===== config.mk =====
export PLATFORM = sky130hd
export DESIGN_NAME = vna_ctrl
export DESIGN_NICKNAME = d
export VERILOG_FILES = /design/src/sv/vna_pkg.sv /design/src/sv/vna_ctrl.sv
export VERILOG_INCLUDE_DIRS = /design/src /design/src/sv
export SDC_FILE = /design/constraint.sdc
export NUM_CORES = 1
export LEC_CHECK = 0
export ABC_CLOCK_PERIOD_IN_PS = 2100
export BUFFER_PORTS_ARGS = -buffer_cell sky130_fd_sc_hd__clkbuf_2
export CAP_MARGIN = 5
export CORE_ASPECT_RATIO = 1.2
export CORE_MARGIN = 4
export CORE_UTILIZATION = 40
export CTS_CLUSTER_DIAMETER = 200
export DETAILED_ROUTE_END_ITERATION = 10
export HOLD_SLACK_MARGIN = 0.15
export PLACE_DENSITY_LB_ADDON = 0.05
export REMOVE_ABC_BUFFERS = 1
export SLEW_MARGIN = 20
export SYNTH_ARGS = -nofsm -noshare
export SYNTH_HDL_FRONTEND = slang
export SYNTH_SLANG_ARGS = --single-unit

===== constraint.sdc =====
create_clock -name clk -period 2.1 [get_ports clk]
set_clock_uncertainty 0.1 [all_clocks]
set_input_delay 0.21 -clock clk [delete_from_list [all_inputs] [get_ports clk]]
set_output_delay 0.21 -clock clk [all_outputs]
set_load 0.02 [all_outputs]

===== src/sv/vertex_normal_accumulator_macros.svh =====
// Assertion macros shared by the vertex normal accumulator modules.
// Needs clk and arst_n in the scope of each use.
`ifndef VERTEX_NORMAL_ACCUMULATOR_MACROS_SVH
`define VERTEX_NORMAL_ACCUMULATOR_MACROS_SVH

// same-cycle implication
`define VNA_ASSERT_IMPL(name, ante, cons) \
	name: assert property (@(posedge clk) disable iff (!arst_n) (ante) |-> (cons)) \
		else $error("vertex_normal_accumulator: check failed");

// next-cycle implication
`define VNA_ASSERT_NEXT(name, ante, cons) \
	name: assert property (@(posedge clk) disable iff (!arst_n) (ante) |=> (cons)) \
		else $error("vertex_normal_accumulator: check failed");

`endif


===== src/sv/vna_pkg.sv =====
// Types and constants of the vertex normal accumulator.
// No dependencies.
package vna_pkg;

	localparam int IDX_W  = 10;
	localparam int POS_W  = 24;
	localparam int CNT_W  = 11;
	localparam int NORM_W = 16;
	localparam int MAG_W  = 52;
	localparam int SQ_W   = 62;
	localparam int ROOT_W = 31;
	localparam int QUO_W  = 15;
	localparam int ONE_Q14 = 16384;

	typedef enum logic [1:0] {
		OPC_WRITE = 2'd0,
		OPC_TRI   = 2'd1,
		OPC_READ  = 2'd2,
		OPC_CLEAR = 2'd3
	} opcode_t;

	localparam logic [1:0] ST_OK    = 2'd0;
	localparam logic [1:0] ST_ZERO  = 2'd1;
	localparam logic [1:0] ST_RANGE = 2'd2;

	localparam logic [2:0] SEL_A = 3'd0;
	localparam logic [2:0] SEL_B = 3'd1;
	localparam logic [2:0] SEL_C = 3'd2;
	localparam logic [2:0] SEL_V = 3'd3;

	typedef enum logic [3:0] {
		DP_NOP,
		DP_CLR_INIT,
		DP_CLR,
		DP_POS_RD,
		DP_CROSS,
		DP_SHIFT,
		DP_SQ,
		DP_SQRT,
		DP_DIV_LOAD,
		DP_DIV,
		DP_SUM_RD,
		DP_SUM_LOAD,
		DP_SUM_ACC,
		DP_ZERO_N
	} dp_op_t;

	typedef struct packed {
		logic       accept;
		dp_op_t     op;
		logic [2:0] sel;
	} dp_cmd_t;

	typedef struct packed {
		logic zero;
		logic big;
		logic clr_last;
		logic rng_tri;
		logic rng_v;
	} dp_stat_t;

endpackage


===== src/sv/vna_ctrl.sv =====
// Sequencer of the vertex normal accumulator: issues datapath commands.
// Depends on vna_pkg and the assertion macros header.
`include "vertex_normal_accumulator_macros.svh"
module vna_ctrl
	import vna_pkg::*;
(
	input  logic       clk,
	input  logic       arst_n,
	input  logic       start,
	input  logic [1:0] opcode,
	input  dp_stat_t   stat,
	output dp_cmd_t    cmd,
	output logic       busy,
	output logic       done,
	output logic [1:0] status
);

	typedef enum logic [4:0] {
		S_IDLE, S_CLR_INIT, S_CLR, S_TRI_CHK, S_RD_CHK, S_SUM_RD, S_SUM_LOAD,
		S_POS_RD, S_POS_WAIT, S_CROSS, S_ZCHK, S_SHIFT, S_SQ, S_SQRT, S_DIV,
		S_ACC_RD, S_ACC_WR, S_OUT, S_OUT_ZERO, S_OUT_ERR
	} state_t;

	state_t     state_q;
	logic [4:0] cnt_q;
	logic [1:0] comp_q;
	logic       is_read_q;
	logic       done_q;
	logic [1:0] status_q;

	assign busy   = (state_q != S_IDLE);
	assign done   = done_q;
	assign status = status_q;

	always_comb begin
		cmd.accept = start && (state_q == S_IDLE);
		cmd.op     = DP_NOP;
		cmd.sel    = 3'(comp_q);
		unique case (state_q)
			S_CLR_INIT: cmd.op = DP_CLR_INIT;
			S_CLR:      cmd.op = DP_CLR;
			S_POS_RD: begin
				cmd.op  = DP_POS_RD;
				cmd.sel = cnt_q[2:0];
			end
			S_CROSS: begin
				cmd.op  = DP_CROSS;
				cmd.sel = cnt_q[2:0];
			end
			S_SHIFT:    cmd.op = stat.big ? DP_SHIFT : DP_NOP;
			S_SQ: begin
				cmd.op  = DP_SQ;
				cmd.sel = cnt_q[2:0];
			end
			S_SQRT:     cmd.op = DP_SQRT;
			S_DIV:      cmd.op = (cnt_q == 5'd0) ? DP_DIV_LOAD : DP_DIV;
			S_SUM_RD: begin
				cmd.op  = DP_SUM_RD;
				cmd.sel = SEL_V;
			end
			S_SUM_LOAD: cmd.op = DP_SUM_LOAD;
			S_ACC_RD:   cmd.op = DP_SUM_RD;
			S_ACC_WR:   cmd.op = DP_SUM_ACC;
			S_OUT_ZERO, S_OUT_ERR: cmd.op = DP_ZERO_N;
			default:    cmd.op = DP_NOP;
		endcase
	end

	always_ff @(posedge clk or negedge arst_n) begin
		if (!arst_n) begin
			state_q   <= S_CLR_INIT;
			cnt_q     <= '0;
			comp_q    <= '0;
			is_read_q <= 1'b0;
			done_q    <= 1'b0;
			status_q  <= ST_OK;
		end else begin
			done_q <= 1'b0;
			unique case (state_q)
				S_IDLE: begin
					cnt_q  <= '0;
					comp_q <= '0;
					if (start) begin
						is_read_q <= (opcode == OPC_READ);
						unique case (opcode)
							OPC_TRI:   state_q <= S_TRI_CHK;
							OPC_READ:  state_q <= S_RD_CHK;
							OPC_CLEAR: state_q <= S_CLR_INIT;
							default:   state_q <= S_IDLE;
						endcase
					end
				end
				S_CLR_INIT: state_q <= S_CLR;
				S_CLR: begin
					if (stat.clr_last) begin
						state_q <= S_IDLE;
					end
				end
				S_TRI_CHK:  state_q <= stat.rng_tri ? S_POS_RD : S_IDLE;
				S_RD_CHK:   state_q <= stat.rng_v ? S_SUM_RD : S_OUT_ERR;
				S_SUM_RD:   state_q <= S_SUM_LOAD;
				S_SUM_LOAD: state_q <= S_ZCHK;
				S_POS_RD: begin
					if (cnt_q == 5'd2) begin
						cnt_q   <= '0;
						state_q <= S_POS_WAIT;
					end else begin
						cnt_q <= cnt_q + 5'd1;
					end
				end
				S_POS_WAIT: state_q <= S_CROSS;
				S_CROSS: begin
					if (cnt_q == 5'd6) begin
						cnt_q   <= '0;
						state_q <= S_ZCHK;
					end else begin
						cnt_q <= cnt_q + 5'd1;
					end
				end
				S_ZCHK: begin
					if (stat.zero) begin
						state_q <= is_read_q ? S_OUT_ZERO : S_IDLE;
					end else begin
						state_q <= S_SHIFT;
					end
				end
				S_SHIFT: begin
					if (!stat.big) begin
						state_q <= S_SQ;
					end
				end
				S_SQ: begin
					if (cnt_q == 5'd3) begin
						cnt_q   <= '0;
						state_q <= S_SQRT;
					end else begin
						cnt_q <= cnt_q + 5'd1;
					end
				end
				S_SQRT: begin
					if (cnt_q == 5'(ROOT_W - 1)) begin
						cnt_q   <= '0;
						comp_q  <= '0;
						state_q <= S_DIV;
					end else begin
						cnt_q <= cnt_q + 5'd1;
					end
				end
				S_DIV: begin
					if (cnt_q == 5'(QUO_W)) begin
						cnt_q <= '0;
						if (comp_q == 2'd2) begin
							comp_q  <= '0;
							state_q <= is_read_q ? S_OUT : S_ACC_RD;
						end else begin
							comp_q <= comp_q + 2'd1;
						end
					end else begin
						cnt_q <= cnt_q + 5'd1;
					end
				end
				S_ACC_RD: state_q <= S_ACC_WR;
				S_ACC_WR: begin
					if (comp_q == 2'd2) begin
						state_q <= S_IDLE;
					end else begin
						comp_q  <= comp_q + 2'd1;
						state_q <= S_ACC_RD;
					end
				end
				S_OUT: begin
					done_q   <= 1'b1;
					status_q <= ST_OK;
					state_q  <= S_IDLE;
				end
				S_OUT_ZERO: begin
					done_q   <= 1'b1;
					status_q <= ST_ZERO;
					state_q  <= S_IDLE;
				end
				S_OUT_ERR: begin
					done_q   <= 1'b1;
					status_q <= ST_RANGE;
					state_q  <= S_IDLE;
				end
				default: state_q <= S_IDLE;
			endcase
		end
	end

	`VNA_ASSERT_IMPL(a_done_idle, done_q, state_q == S_IDLE)
	`VNA_ASSERT_NEXT(a_done_single, done_q, !done_q)
	`VNA_ASSERT_IMPL(a_status_code, done_q, (status_q == ST_OK) || (status_q == ST_ZERO) || (status_q == ST_RANGE))

endmodule


**Word level (Yosys, flattened, before mapping)**

Index checks and enable logic that the tools add are counted.

- Muxes and demuxes: 34
- Equality and inequality tests: 38
- Add/subtract/negate cells: 2
- Reduce and logical (&&, ||, !) cells: 14

Operators by type and width:

| operator | count |
|---|---|
| $mux 5 | 18 |
| $pmux 5 s17 | 1 |
| $pmux 4 s12 | 1 |
| $eq 5x4->1 const B | 9 |
| $pmux 5 s6 | 1 |
| $eq 5x3->1 const B | 5 |
| $eq 5x5->1 const B | 5 |
| $eq 5x2->1 const B | 4 |
| $ne 2x2->1 const B | 10 |
| $logic_not 5->1 | 2 |
| $pmux 3 s3 | 1 |
| $reduce_and 9->1 | 1 |
| $mux 2 | 4 |
| $pmux 2 s4 | 1 |
| $eq 2x2->1 const B | 3 |
| $mux 3 | 2 |
| $pmux 2 s3 | 1 |
| $pmux 3 s2 | 1 |
| $reduce_bool 6->1 | 1 |
| $reduce_or 3->1 | 2 |
| $add 5x1->5 const B | 1 |
| $eq 5x1->1 const B | 1 |
| $reduce_bool 5->1 | 1 |
| $mux 4 | 1 |
| other kinds (9) | 11 |

- Output and inout port bits: 12
- Register bits after elaboration: 16
- Input port bits: 10
- Logic and storage cells: 94

**Longest topological paths before layout**

- Depth after elaboration: 4
- Gate-level depth with buffers: 8
- Depth with buffers taken out: 8

**Worst setup path after synthesis**

Ideal clock, no wire load.

- Kind: reg2reg
- Start point: register state_q[2]
- End point: register is_read_q
- Arrival: 1.813 ns
- Setup time: 0.128 ns
- Clock period less this slack: 2.040 ns
- Required time: 1.872 ns
- Path buffers: 1
- Slack: 0.060 ns
- Cell stages (with the launch flop): 6
- Cell sequence: dfrtp_1 buf_2 or4_4 nor2_2 and2_1 mux2_1

- Cells in the longest elaborated chain, start to end: 2

Ends and longest elaborated chain:

| element | RTL line | RTL |
|---|---|---|
| from (decl) | vna_ctrl.sv:24 | `state_t state_q;` |
| from (signal assigned) | vna_ctrl.sv:99 | `S_TRI_CHK: state_q <= stat.rng_tri ? S_POS_RD : S_IDLE;` |
| from (signal assigned) | vna_ctrl.sv:100 | `S_RD_CHK: state_q <= stat.rng_v ? S_SUM_RD : S_OUT_ERR;` |
| from (signal assigned) | vna_ctrl.sv:122 | `state_q <= is_read_q ? S_OUT_ZERO : S_IDLE;` |
| $logic_not 5->1 | vna_ctrl.sv:79 | `unique case (state_q)` |
| $reduce_and 2->1 (no source line) | - |  |
| to (signal assigned) | vna_ctrl.sv:84 | `is_read_q <= (opcode == OPC_READ);` |
| to (decl) | vna_ctrl.sv:27 | `logic is_read_q;` |

No other way between the ends.
A chain may end at the register's enable or synchronous reset.

==> metrics.csv <==
metric,value,unit
status,finished with violations,
violations,setup timing,
die_h,75.8,um
use_met3,2.65,%
synth_adder_area_share,7.19,%
synth-edff-count,0,
async_reset_ff_share,100,%
grt_pass1_vias,1581,
drt-total-wl,4540,um
synth_area,1530,um2
cp.required,1.79,ns
port_buffers,21,
viasPerCell,5.59,
root_buffer,clkbuf_8,
die_area,4890,um2
grt_usage,19.2,%
syn_avg_cell_area,7.98,um2
start_util,41.8,%
max_cap_violations,0,
power_leakage,0.946,nW
gr-max-usage-layer,met2,
synth_top_area_share,24.5,%
cts_buffers,3,
worstPathMaxFanout,4,
clk_pin_slew,0.07,ns
antenna_cells,0,
area_growth,34.0,%
startpoint_type,flip-flop,
timing.final.crit_period,2.17,ns
hp-start,opcode[1],
power.total,0.00313,W
setup.worst_path.start,state_q[0]$_DFFE_PN1P_,
cts_tree,done,
fin_crit_sh,103,%
hold_class,primary input to flip-flop,
drcViolationCount,0,
hold_ws,0.216,ns
grt_pass1_wl,7340,um
ir_worst_vdd,0.557,mV
worstReg2RegStart,state_q[0]$_DFFE_PN1P_,
drive_gt1_share,35.9,%
gp_congestion,0.867,
arrival,1.86,ns
post_synth_num_cell_types,59,
hpwl,3460,um
tightest_slew,0.489,ns
crit_path_end_kind,output pin,
hold_viol,0,
yosysSeqAreaShare,26.2,%
rsz0062_at_grt,true,
rows,24,
core_area,3660,um2
ys_warn_count,0,
avgRoutedWirePerCell,15.7,um
die_w,64.5,um
io_pins,22,
synth_top_family_by_area,simple AND/OR/NAND/NOR gates,
design_area,2050,um2
slew_violations,0,
max_slew_margin,67.0,%
synth_area_leader_cell,dfrtp_1,
final_nets,256,
final_cells,289,
setup_viol,2,
synth_mux_area_share,6.05,%
first_pass_iters,4,
ant_nets,0,
numClockSinks,16,
ys_top_cells_by_area,"dfrtp_1, ha_1, nand2_1, o21ai_0, a21oi_1",
fmax,460,MHz
syn_inst,192,
met2_usage,36.6,%
synth-seq-cells,16,
insertion_delay,0.26,ns
htree_num_levels,1,
antenna_found_initial,0,
path_class,flip-flop to output pin,
synth_compound_area_share,23.6,%
grt_use_met1,21.4,%
clk_path_buf_depth,2,
worst_slack,-0.0733,ns
n_fill_cell,334,
num_vias,1616,
grt_overflow,0,
synthXorXnorAreaFrac,0,%
grt_start_max_net_pins,17,
placed_cells,275,
placed_area,1810,um2
power_density,1520,nW/um2
synthSimpleGateAreaFrac,28.9,%
ys.flop_type,dfrtp_1,
dr.first_iter.drc_count,99,
cells in the final DEF, fill, tap and decap left out, types with 4 or more instances in the layout:
cell	n
inv_1	10
o21ai_0	10
o211ai_1	4
buf_6	6
nor2b_1	5
dfrtp_1	12
nand3_1	6
buf_4	33
a21oi_1	9
clkbuf_2	15
and2_1	5
nand2b_1	6
nand2_1	15
mux2i_1	4
clkbuf_8	4
nor2_1	11
o21ai_1	5
ha_1	7
final cells by class:
class / count / area [um2] / share of cell area, %
Clock buffer: 4 / 55.1 / 2.68
Multi-Input combinational cell: 149 / 1080 / 52.5
Sequential cell: 16 / 405 / 19.8
Tap cell: 52 / 65.1 / 3.17
Timing Repair Buffer: 55 / 400 / 19.5
Inverter: 13 / 48.8 / 2.38
report_power, final:
group / internal (W) / leakage (nW) / switching [W]
registers: 0.000423 / 0.206 / 0.000148
clock network: 0.000167 / 0.0288 / 0.000118
logic: 0.00110 / 0.711 / 0.00117
total: 0.00169 / 0.946 / 0.00144
kinds of logic after synthesis:
kind of cell,Yosys count
AND/OR/NAND/NOR,77
AO/OA/AOI/OAI,55
buffers and inverters,27
flip-flops,16
adder cells (fa/ha/maj),9
multiplexers,8
through the flow:
stage | utilization (%) | worst slack [ns] | setup TNS [ns]
6_report | 56.0 | -0.0733 | -0.134
5_1_grt | 56.0 | -0.119 | -0.573
4_1_cts | 53.5 | -0.0993 | -0.185
3_5_place_dp | 49.4 | 0.0374 | 0
3_3_place_gp | 49.4 | 0.0154 | 0
2_1_floorplan | - | -0.0477 | -0.0948
critical path, cell delays in order (launching register included):
cell,delay (ns)
dfstp_2,0.57
or3b_4,0.42
or3_4,0.35
o211ai_1,0.10
buf_4,0.17
routing by layer:
| layer | vias to the layer above | wire length [um] | part of all wire [%] |
|---|---|---|---|
| li1 | 787 | - | - |
| met1 | 753 | 1820 | 40 |
| met2 | 63 | 2370 | 52 |
| met3 | 13 | 200 | 4.4 |
| met4 | 0 | 148 | 3.3 |
| met5 | - | 0 | 0 |
state kept, by name (all words and copies together) (netlist names):
signal and count:
cnt_q 5, comp_q 2, done 1, is_read_q 1, state_q 5, status 2
synthesized netlist by cell type (2+ instances only):
| cell | count |
|---|---|
| ha_1 | 8 |
| nand3_1 | 6 |
| a32oi_1 | 2 |
| nor2b_1 | 6 |
| buf_6 | 2 |
| inv_1 | 12 |
| a311oi_1 | 2 |
| buf_1 | 2 |
| a21oi_1 | 10 |
| nand2_1 | 16 |
| o32ai_1 | 3 |
| o21ai_0 | 11 |
| nand2b_1 | 6 |
| mux2_4 | 2 |
| o21ai_1 | 4 |
| o22ai_1 | 3 |
| nand3b_1 | 2 |
| clkbuf_1 | 5 |
| nor3_4 | 2 |
| o211ai_1 | 4 |
| buf_2 | 4 |
| nor3b_1 | 3 |
| mux2_1 | 2 |
| a31oi_1 | 3 |
| and2_1 | 5 |
| nor2_1 | 12 |
| dfrtp_1 | 15 |
| nor3_1 | 4 |
| mux2i_1 | 4 |
| nand4_1 | 3 |
worst paths after layout:
kind                                          end  slack [ns]  depth (start not counted)
max in group asynchronous  state_q[0]$_DFFE_PN1P_        1.24                          2
min reg2reg                 status[1]$_DFFE_PN0P_        0.41                          2
max reg2reg                state_q[3]$_DFFE_PN0P_        0.01                          6
max                                        cmd[0]       -0.07                          4
min in group asynchronous   is_read_q$_DFFE_PN0P_        0.32                          2
min                         is_read_q$_DFFE_PN0P_        0.22                          4
what timing repair did:
| item | CTS | global route |
|---|---|---|
| pin swaps | 4 | 7 |
| hold buffers | 1 | 0 |
| setup buffers | 4 | 5 |
| gates cloned | 0 | 0 |
| resized for setup | 16 | 25 |
| setup endpoints to repair | 7 | 11 |
| hold endpoints to repair | 16 | 0 |
Power figures use the tool's default switching activity.
